--- config.mk ---
export PLATFORM = sky130hd
export DESIGN_NAME = fqkd_cell
export DESIGN_NICKNAME = d
export VERILOG_FILES = /design/src/fqkd_pkg.sv /design/src/fqkd_cell.sv
export SDC_FILE = /design/constraint.sdc
export NUM_CORES = 1
export LEC_CHECK = 0
export BUFFER_PORTS_ARGS = -buffer_cell sky130_fd_sc_hd__buf_4
export CORE_MARGIN = 10
export CORE_UTILIZATION = 49
export CTS_BUF_LIST = sky130_fd_sc_hd__clkbuf_4 sky130_fd_sc_hd__clkbuf_8
export CTS_CLUSTER_DIAMETER = 100
export CTS_CLUSTER_SIZE = 10
export DETAILED_ROUTE_END_ITERATION = 16
export PLACE_DENSITY = 0.95
export SLEW_MARGIN = 10
export SYNTH_ARGS = -nofsm -noshare
export SYNTH_HDL_FRONTEND = slang
export SYNTH_SLANG_ARGS = --single-unit
--- constraint.sdc ---
create_clock -name clock -period 5.5 [get_ports clock]
set_input_delay 0 -clock clock [delete_from_list [all_inputs] [get_ports clock]]
set_output_delay 0 -clock clock [all_outputs]
set_load 0.1 [all_outputs]
--- src/fqkd_pkg.sv ---
// ----------------------------------------------------------------------------
// fqkd_pkg
// shared constants, codes and types of the ordered key queue with delete
// ----------------------------------------------------------------------------
package fqkd_pkg;

   localparam int FQKD_DEPTH    = 16;
   localparam int FQKD_KEY_BITS = 32;

   localparam int CMD_W    = 2;
   localparam int KEY_W    = 32;
   localparam int STATUS_W = 2;
   localparam int COUNT_W  = 5;

   typedef logic [CMD_W-1:0]    cmd_type;
   typedef logic [STATUS_W-1:0] status_type;

   localparam cmd_type CMD_PUSH   = 2'd0;
   localparam cmd_type CMD_REMOVE = 2'd1;
   localparam cmd_type CMD_POP    = 2'd2;

   localparam status_type ST_DONE      = 2'd0;
   localparam status_type ST_NOT_FOUND = 2'd1;
   localparam status_type ST_UNDERFLOW = 2'd2;
   localparam status_type ST_FULL      = 2'd3;

   // per-beat control broadcast to every cell
   typedef struct packed {
      logic push_go;
      logic pop_go;
      logic remove;
   } cell_ctrl_type;

endpackage

--- src/fqkd_cell.sv ---
// ----------------------------------------------------------------------------
// fqkd_cell
// one queue slot: holds a key, compares it, loads on push, shifts on pop or delete
// ----------------------------------------------------------------------------
module fqkd_cell import fqkd_pkg::*; #(
   parameter int KEY_BITS = FQKD_KEY_BITS,
   parameter int FILL_W   = 5,
   parameter int IDX      = 0
) (
   input  logic                clock,
   input  cell_ctrl_type       ctrl,
   input  logic [FILL_W-1:0]   fill,
   input  logic [KEY_BITS-1:0] search_key,
   input  logic [KEY_BITS-1:0] next_key,
   input  logic                found_in,
   output logic                found_out,
   output logic [KEY_BITS-1:0] key_out
);

   logic [KEY_BITS-1:0] key_ff;
   logic [KEY_BITS-1:0] key_in;
   logic                occupied;
   logic                match;
   logic                shift;
   logic                load;

   assign occupied  = fill > FILL_W'(IDX);
   assign match     = occupied && (key_ff == search_key);
   assign found_out = found_in || match;
   assign shift     = ctrl.pop_go || (ctrl.remove && found_out);
   assign load      = ctrl.push_go && (fill == FILL_W'(IDX));
   assign key_out   = key_ff;

   always_comb begin
      key_in = key_ff;
      if (load) begin
         key_in = search_key;
      end else if (shift) begin
         key_in = next_key;
      end
   end

   always_ff @(posedge clock) begin
      key_ff <= key_in;
   end

endmodule

==> results of run 1 <==
## cell families (layout without fill, tap and decap cells)
kind of cell / Yosys count / count (layout) / share of synthesized area
XOR/XNOR: 32 / 32 / 0.1499
multiplexers: 32 / 32 / 0.2510
flip-flops: 32 / 32 / 0.5141
AND/OR/NAND/NOR: 16 / 16 / 0.06024
buffers and inverters: 3 / 116 / 0.01807
AO/OA/AOI/OAI: 2 / 2 / 0.006692
## layout by cell type, fill, tap and decap left out, types with 2 or more instances in the layout
cell type / synthesis / routed
nor4_1: 4 / 4
xnor2_1: 20 / 20
buf_4: 0 / 107
edfxtp_1: 32 / 32
xor2_1: 12 / 12
nand4_1: 5 / 5
clkbuf_4: 0 / 2
mux2_1: 3 / 3
mux2_4: 29 / 29
clkbuf_8: 0 / 5
## stage by stage
step	utilization	cell area (um2)
after floorplan	-	1869
final	0.7581	2796
after global routing	0.7581	2796
after detailed placement	0.7317	2699
after CTS	0.7581	2796
after global placement	0.7317	2699
## synth_stat cells
cell type,count,area [um2]
a21oi_1,1,5.000
or4_4,1,11.26
nand4_1,5,31.28
nand2_4,1,11.26
nor2_4,1,11.26
edfxtp_1,32,960.9
xnor2_1,20,175.2
or4_1,1,7.510
nand3_1,1,5.000
mux2_1,3,33.78
nor4_1,4,25.02
nand2_1,1,3.750
a21o_1,1,7.510
buf_6,3,33.78
mux2_4,29,435.4
xor2_1,12,105.1
or2_1,1,6.260
## metal layers
layer | up-vias | GRT usage | share of wire
li1 | 663 | - | -
met1 | 625 | 0.1604 | 0.37
met2 | 83 | 0.2461 | 0.46
met3 | 8 | 0.1004 | 0.16
met4 | 0 | 0.05782 | 0.015
met5 | - | 0 | 0
## report_power, final
| part | switching, mW | leakage [nW] | internal [mW] |
|---|---|---|---|
| sequential | 0.0172 | 0.320 | 0.299 |
| clock | 0.0767 | 0.0467 | 0.0977 |
| combinational | 0.234 | 0.934 | 0.103 |
| total | 0.328 | 1.30 | 0.499 |
## worst max path at each step
stage | from | end | slack, ns
floorplan | key_out[6] | key_out[0] | 2.41
global placement | key_out[20] | key_out[21] | 2.83
detailed placement | key_out[3] | key_out[21] | 2.71
CTS | key_out[3] | key_out[23] | 2.69
global route | key_out[6] | key_out[23] | 2.53
finish | key_out[6] | key_out[5] | 2.74
## worst reg2reg max path, cell delays in order (launching register included)
cell,delay (ns)
edfxtp_1,0.40
xnor2_1,0.17
nand4_1,0.13
or4_1,0.54
nor4_1,0.27
a21o_1,0.59
buf_4,0.36
## final cells by class
type | count | area (um2)
Timing Repair Buffer | 108 | 813.3
Clock inverter | 1 | 3.754
Fill cell | 240 | 892.1
Sequential cell | 32 | 960.9
Multi-Input combinational cell | 82 | 874.6
Clock buffer | 7 | 83.83
Tap cell | 48 | 60.06
## what timing repair did
| item | 4_1_cts | 5_1_grt |
|---|---|---|
| endpoints found under the hold margin | 1 | 0 |
| hold buffers | 1 | 0 |
| endpoints found under the setup margin | 0 | 0 |
==> results.toml, run 1 <==
[sta]
worst_pin_slew_ns = 0.6321
worst_slack_ns = 2.738
finalSetupTns_ns = 0
rsz0062_at_grt = "no"
clock-skew-final_ns = 0.004918
fmax_mhz = 362.0
hold_viol = 0
fin_crit_sh = 0.5022
maxSlewHeadroom = 0.5786
drv_slew = 0
period_minus_slack_ns = 2.762
setup_viol_count_final = 0
holdWs_ns = 0.01252

[cts]
cts_sinks = 32
root_buffer = "clkbuf_8"
htreeDepth = 2
cts_resized = 0
clk_pin_slew_worst_paths_ns = 0.06
cts_buffers = 5
cts_tree = "built"
cts_setup_buffers = 0
clock_latency_ns = 0.28
clockBufferDepth = 2

[placement]
preCtsSetupSlack_ns = 2.706
dp_cells = 269
gp_congestion = 0.7778
port-buffer-count = 106
dpl.hpwl_mm = 4.323

[synthesis]
synth.ff_latch_count = 32
synth_warnings = 0
syn_area_um2 = 1869
seq_area_frac_synth = 0.5141
synth_nets = 191
syn_avg_cell_area_um2 = 15.98
synthCells = 117
synth.distinct_cells = 17

[die]
die_w_um = 81.77
row_count = 22
dieArea_um2 = 6686
start_util = 0.5068
die_h_um = 81.77
io-pin-count = 107
core-area_um2 = 3689

[global_routing]
grt_use_total = 0.1544
grt_pass1_wl_mm = 7.797
first_global_vias = 1575
antenna_found_initial = 0
grt_max_degree = 34
gr-total-overflow = 0

[setup_path]
path_buf_inv = 1
crit_family = "simple AND/OR/NAND/NOR gates"
cp.depth = 6
worstPathCellList = "xnor2_1, nand4_1, or4_1, nor4_1, a21o_1, buf_4"
r2r-start = "key_out[6]"
end_kind = "flip-flop"
cp.arrival_ns = 2.73
startpoint_type = "flip-flop"
crit_slowest_cell = "a21o_1"
crit_type = "flip-flop to flip-flop"
worst_ep_required_time_ns = 5.47
path_max_fanout = 17
critical-path-max-stage-delay_ns = 0.59
r2r_slack_ns = 2.74
rr_worst_depth = 6
r2r-end = "key_out[5]"

[layout]
antenna_cells = 0
area_growth_syn_to_layout_pct = 49.60
fin_nets = 303
largest_register_ffs = 32
final_cells = 278
final_layout_size_suffix_gt1_frac = 0.6348

[routing]
viasPerCell = 4.960
drt-initial-drc-count = 31
antenna_left = 0
first_pass_iters = 4
wl_per_cell_um = 18.74
vias = 1379
routed_wl_mm = 5.211
drc = 0

[min_path]
hold_path_class = "input pin to flip-flop"
hold_depth = 2
hold_path_end = "key_out[31]"
min_from = "next_key[31]"

[power_and_ir_drop]
irDropWorstVdd_v = 0.0001924
leakage_nw = 1.301
power_density_nw_per_um2 = 296.0
totalPowerFinal_mw = 0.8276

[outcome]
status = "finished, final reports clean"

[job]
maxCapViolations = 0
Power figures use the tool's default switching activity.
==> run 2, diff against run 1 <==
CORE_UTILIZATION = 45   (was 49)
PLACE_DENSITY = 0.89   (was 0.95)
clock period = 2.6 ns   (was 5.5 ns; I/O delays follow)
==> run 2 against run 1 <==
Against the previous run:
- non-clock buffer count is 1 lower
- sequential share of layout area is 0.077 points lower
- clock skew hardly changed
- power is 110% higher
- die area is 6.7% higher
- register-to-register slack worse by 2.4 ns
==> results.toml, run 2 (same netlist as run 1, synthesis figures left out) <==
[routing]
viasPerCell = 4.935
antenna_left = 0
first_pass_iters = 4
drt-initial-drc-count = 33
routed_wl_mm = 5.255
vias = 1377
wl_per_cell_um = 18.84
drc = 0

[setup_path]
rr_worst_depth = 5
r2r_slack_ns = 0.33
crit_type = "flip-flop to flip-flop"
startpoint_type = "flip-flop"
cp.arrival_ns = 2.20
end_kind = "flip-flop"
path_max_fanout = 32
worst_ep_required_time_ns = 2.53
r2r-end = "key_out[15]"
r2r-start = "key_out[20]"

[die]
start_util = 0.4673
io-pin-count = 107
row_count = 23
die_h_um = 84.45
dieArea_um2 = 7132
core-area_um2 = 4000
die_w_um = 84.45

[power_and_ir_drop]
switching_power_mw = 0.7057
power_frac_comb = 0.403
leakage_nw = 1.297
p_int_mw = 1.056
pwr-share-seq = 0.380
power_density_nw_per_um2 = 628.4
p_clk_frac = 0.217
irDropWorstVdd_v = 0.0004086
swShare = 0.4007
totalPowerFinal_mw = 1.761

[cts]
root_buffer = "clkbuf_8"
cts_tree = "built"
clk_pin_slew_worst_paths_ns = 0.06
cts_setup_buffers = 0
cts_buffers = 5
clockBufferDepth = 2
clock_latency_ns = 0.27
cts_hold_buf = 0
cts_sinks = 32
htreeDepth = 2
cts_resized = 0

[sta]
fmax_mhz = 441.3
hold_viol = 0
holdWs_ns = 0.01421
clock-skew-final_ns = 0.004557
maxSlewHeadroom = 0.7351
fin_crit_sh = 0.8716
period_minus_slack_ns = 2.266
setup_viol_count_final = 0
worst_slack_ns = 0.3338
rsz0062_at_grt = "no"
finalSetupTns_ns = 0
drv_slew = 0
worst_pin_slew_ns = 0.3970

[placement]
preCtsSetupSlack_ns = 0.3339
gp_congestion = 0.8417
dpl.hpwl_mm = 4.433
port-buffer-count = 106

[layout]
final_layout_size_suffix_gt1_frac = 0.6507
final_common_cell = "buf_4"
area_growth_syn_to_layout_pct = 49.93
fillCellCount = 285
fin_nets = 302
antenna_cells = 0
final_core_util = 0.7007
layout_common_cells = "buf_4, edfxtp_1, mux2_4"
largest_register_ffs = 32

[outcome]
status = "finished, final reports clean"

[min_path]
hold_path_class = "input pin to flip-flop"
min_from = "next_key[0]"
hold_depth = 2
hold_path_end = "key_out[0]"

[global_routing]
grt_max_degree = 33
grt_use_total = 0.1446
gr-total-overflow = 0
grt_pass1_wl_mm = 8.204
first_global_vias = 1631
antenna_found_initial = 0

[job]
maxCapViolations = 0
run 2: cell types whose count changed in the layout (fill, tap and decap cells not counted), sizes merged:
cell,change
dlygate4sd3,-1
run 2: power groups by stage:
stage / Sequential (mW) / Clock, mW / Combinational (mW)
floorplan: 1.06 / 0 / 0.124
global placement: 0.675 / 0 / 0.711
detailed placement: 0.680 / 0 / 0.716
CTS: 0.670 / 0.385 / 0.717
global route: 0.676 / 0.406 / 0.738
finish: 0.669 / 0.382 / 0.710
run 2: worst max-delay path, cell delays in order (launching register included):
cell	delay [ns]
edfxtp_1	0.42
xnor2_1	0.18
nand4_1	0.10
or4_1	0.56
nor4_2	0.23
a21o_4	0.43
run 2: area by class of cell:
type | instances | area, um2 | area share
Tap cell | 50 | 62.56 | 0.02232
Sequential cell | 32 | 960.9 | 0.3429
Timing Repair Buffer | 107 | 803.3 | 0.2866
Multi-Input combinational cell | 82 | 888.4 | 0.3170
Clock buffer | 7 | 83.83 | 0.02991
Clock inverter | 1 | 3.754 | 0.001339
run 2: worst max-delay path by stage:
stage               cells after the start  slack, ns     endpoint         from
finish                                  5       0.33  key_out[15]  key_out[20]
detailed placement                      5       0.33  key_out[14]  key_out[20]
CTS                                     5       0.32   key_out[6]  key_out[20]
global route                            5       0.20  key_out[19]  key_out[20]
global placement                        5       0.38   key_out[6]  key_out[14]
floorplan                               5      -0.02   key_out[0]  key_out[20]
run 2: per-stage QoR:
step / cell area (um2) / cells
floorplan: 1883 / 117
global placement: 2715 / 271
detailed placement: 2715 / 271
CTS: 2803 / 279
global route: 2803 / 279
finish: 2803 / 279
run 2: metal layers:
layer  vias to the layer above  routed length (um)  track usage
met5                         -                   0            0
met4                         0                 133      0.06138
met3                        11                 599      0.08116
met2                        71                2626       0.2469
met1                       633                1897       0.1411
li1                        662                   -            -
==> run 3, diff against run 2 <==
BUFFER_PORTS_ARGS = default   (was -buffer_cell sky130_fd_sc_hd__buf_4)
CORE_UTILIZATION = 50   (was 45)
DONT_BUFFER_PORTS = 1   (was default)
PLACE_DENSITY = 0.72   (was 0.89)
SKIP_CTS_REPAIR_TIMING = 1   (was default)
==> run 3 against run 2 <==
Against the previous run:
- via count grew 1.7%
- clock-buffer cell count shrank 2
- worst hold slack gained 0.26 ns
- setup slack gained 0.0091 ns
- sequential share of layout area shrank 1.1 points
- combinational power shrank 2%
- first-iteration DRC count grew 100%
- maximum frequency grew 0.40%
- critical path type unchanged
- highest routed layer unchanged
==> results.toml, run 3 (same netlist as run 1, synthesis figures left out) <==
[outcome]
status = "finished, final reports clean"

[sta]
hold_viol = 0
period_minus_slack_ns = 2.257
setup_viol_count_final = 0
maxSlewHeadroom = 0.7013
worst_pin_slew_ns = 0.4480
clock-skew-final_ns = 0.003647
fin_crit_sh = 0.8681
drv_slew = 0
holdWs_ns = 0.2769
rsz0062_at_grt = "no"
fmax_mhz = 443.1

[cts]
clk_pin_slew_worst_paths_ns = 0.06
htreeDepth = 2
clock_latency_ns = 0.28
cts_buffers = 5
root_buffer = "clkbuf_8"
cts_tree = "built"
cts_sinks = 32
clockBufferDepth = 2

[setup_path]
crit_start = "key_out[11]"
crit_slowest_cell = "or4_1"
path_buf_inv = 0
end_kind = "flip-flop"
cp.arrival_ns = 2.19
path_max_fanout = 32
r2r-start = "key_out[11]"
critical-path-max-stage-delay_ns = 0.54
worstPathCellList = "xnor2_1, nand4_1, or4_1, nor4_2, a21o_4"
crit_family = "simple AND/OR/NAND/NOR gates"
startpoint_type = "flip-flop"
crit_type = "flip-flop to flip-flop"
worst_ep_required_time_ns = 2.53
r2r_slack_ns = 0.34

[min_path]
hold_path_class = "input pin to primary output"
min_from = "found_in"

[routing]
routed_wl_mm = 5.838
highest_layer = "met4"
viasPerCell = 5.243
met1_length_mm = 1.852
wl_per_cell_um = 21.87
antenna_left = 0
wl_met3_um = 718
drt-initial-drc-count = 67
drc = 0
vias = 1400
first_pass_iters = 4
wl_met2_mm = 3.185

[placement]
placed_area_um2 = 2177
dpl.hpwl_mm = 3.829
gp_congestion = 0.7808
port-buffer-count = 0

[layout]
final_area_um2 = 2894
antenna_cells = 0
largest_register_ffs = 32
final_common_cell = "dlygate4sd3_1"
layout_common_cells = "dlygate4sd3_1, buf_4, edfxtp_1"
fillCellCount = 228
final_core_util = 0.7965
final_layout_size_suffix_gt1_frac = 0.3379
fin_nets = 293
area_growth_syn_to_layout_pct = 54.82

[die]
start_util = 0.5145
core-area_um2 = 3633
die_h_um = 81.15
die_w_um = 81.15
io-pin-count = 107
row_count = 22
dieArea_um2 = 6585

[global_routing]
gr-total-overflow = 0
grt_pass1_wl_mm = 6.913
first_global_vias = 1257
grt_use_total = 0.1398
antenna_found_initial = 0
grt_max_degree = 33

[power_and_ir_drop]
irDropWorstVdd_v = 0.0003898
leakage_nw = 1.211
power_density_nw_per_um2 = 590.9

[job]
maxCapViolations = 0
run 3: cell types whose count changed in the layout (fill, tap and decap cells not counted), sizes merged:
cell	delta
clkinv	+1
buf	-73
dlygate4sd3	+64
clkbuf	-2
run 3: layout make-up:
class | instances | area (um2) | share of cell area
Clock buffer | 5 | 68.82 | 0.02378
Tap cell | 48 | 60.06 | 0.02075
Multi-Input combinational cell | 82 | 888.4 | 0.3070
Sequential cell | 32 | 960.9 | 0.3320
Clock inverter | 2 | 7.507 | 0.002594
Timing Repair Buffer | 98 | 908.4 | 0.3139
run 3: layer usage:
layer / up-vias / track usage
li1: 640 / -
met1: 670 / 0.1321
met2: 80 / 0.2365
met3: 10 / 0.09603
met4: 0 / 0.05017
met5: - / 0
run 3: worst paths after layout:
check | end | cells after the start
worst max-delay path | key_out[31] | 5
worst min-delay path | found_out | 2
worst min register to register | key_out[14] | 4
worst max register to register | key_out[31] | 5
run 3: through the flow:
stage | total power, mW | TNS [ns] | std cells | setup WS [ns]
after floorplan | 1.183 | -0.4906 | 117 | -0.01533
after global placement | 1.289 | 0 | 196 | 0.4197
after detailed placement | 1.295 | 0 | 196 | 0.3316
after CTS | 1.630 | 0 | 203 | 0.3136
after global routing | 1.775 | 0 | 267 | 0.1732
final | 1.710 | 0 | 267 | 0.3430
run 3: power by group:
group / leakage (nW) / total (mW) / switching, mW / internal (mW)
clock network: 0.0391 / 0.340 / 0.164 / 0.176
logic: 0.852 / 0.699 / 0.483 / 0.217
registers: 0.320 / 0.671 / 0.0384 / 0.632
total: 1.21 / 1.71 / 0.685 / 1.03
run 3: worst reg2reg max path, stage by stage, from the launching register on:
cell and delay, ns:
edfxtp_1 0.43, xnor2_1 0.18, nand4_1 0.11, or4_1 0.54, nor4_2 0.21, a21o_4 0.43
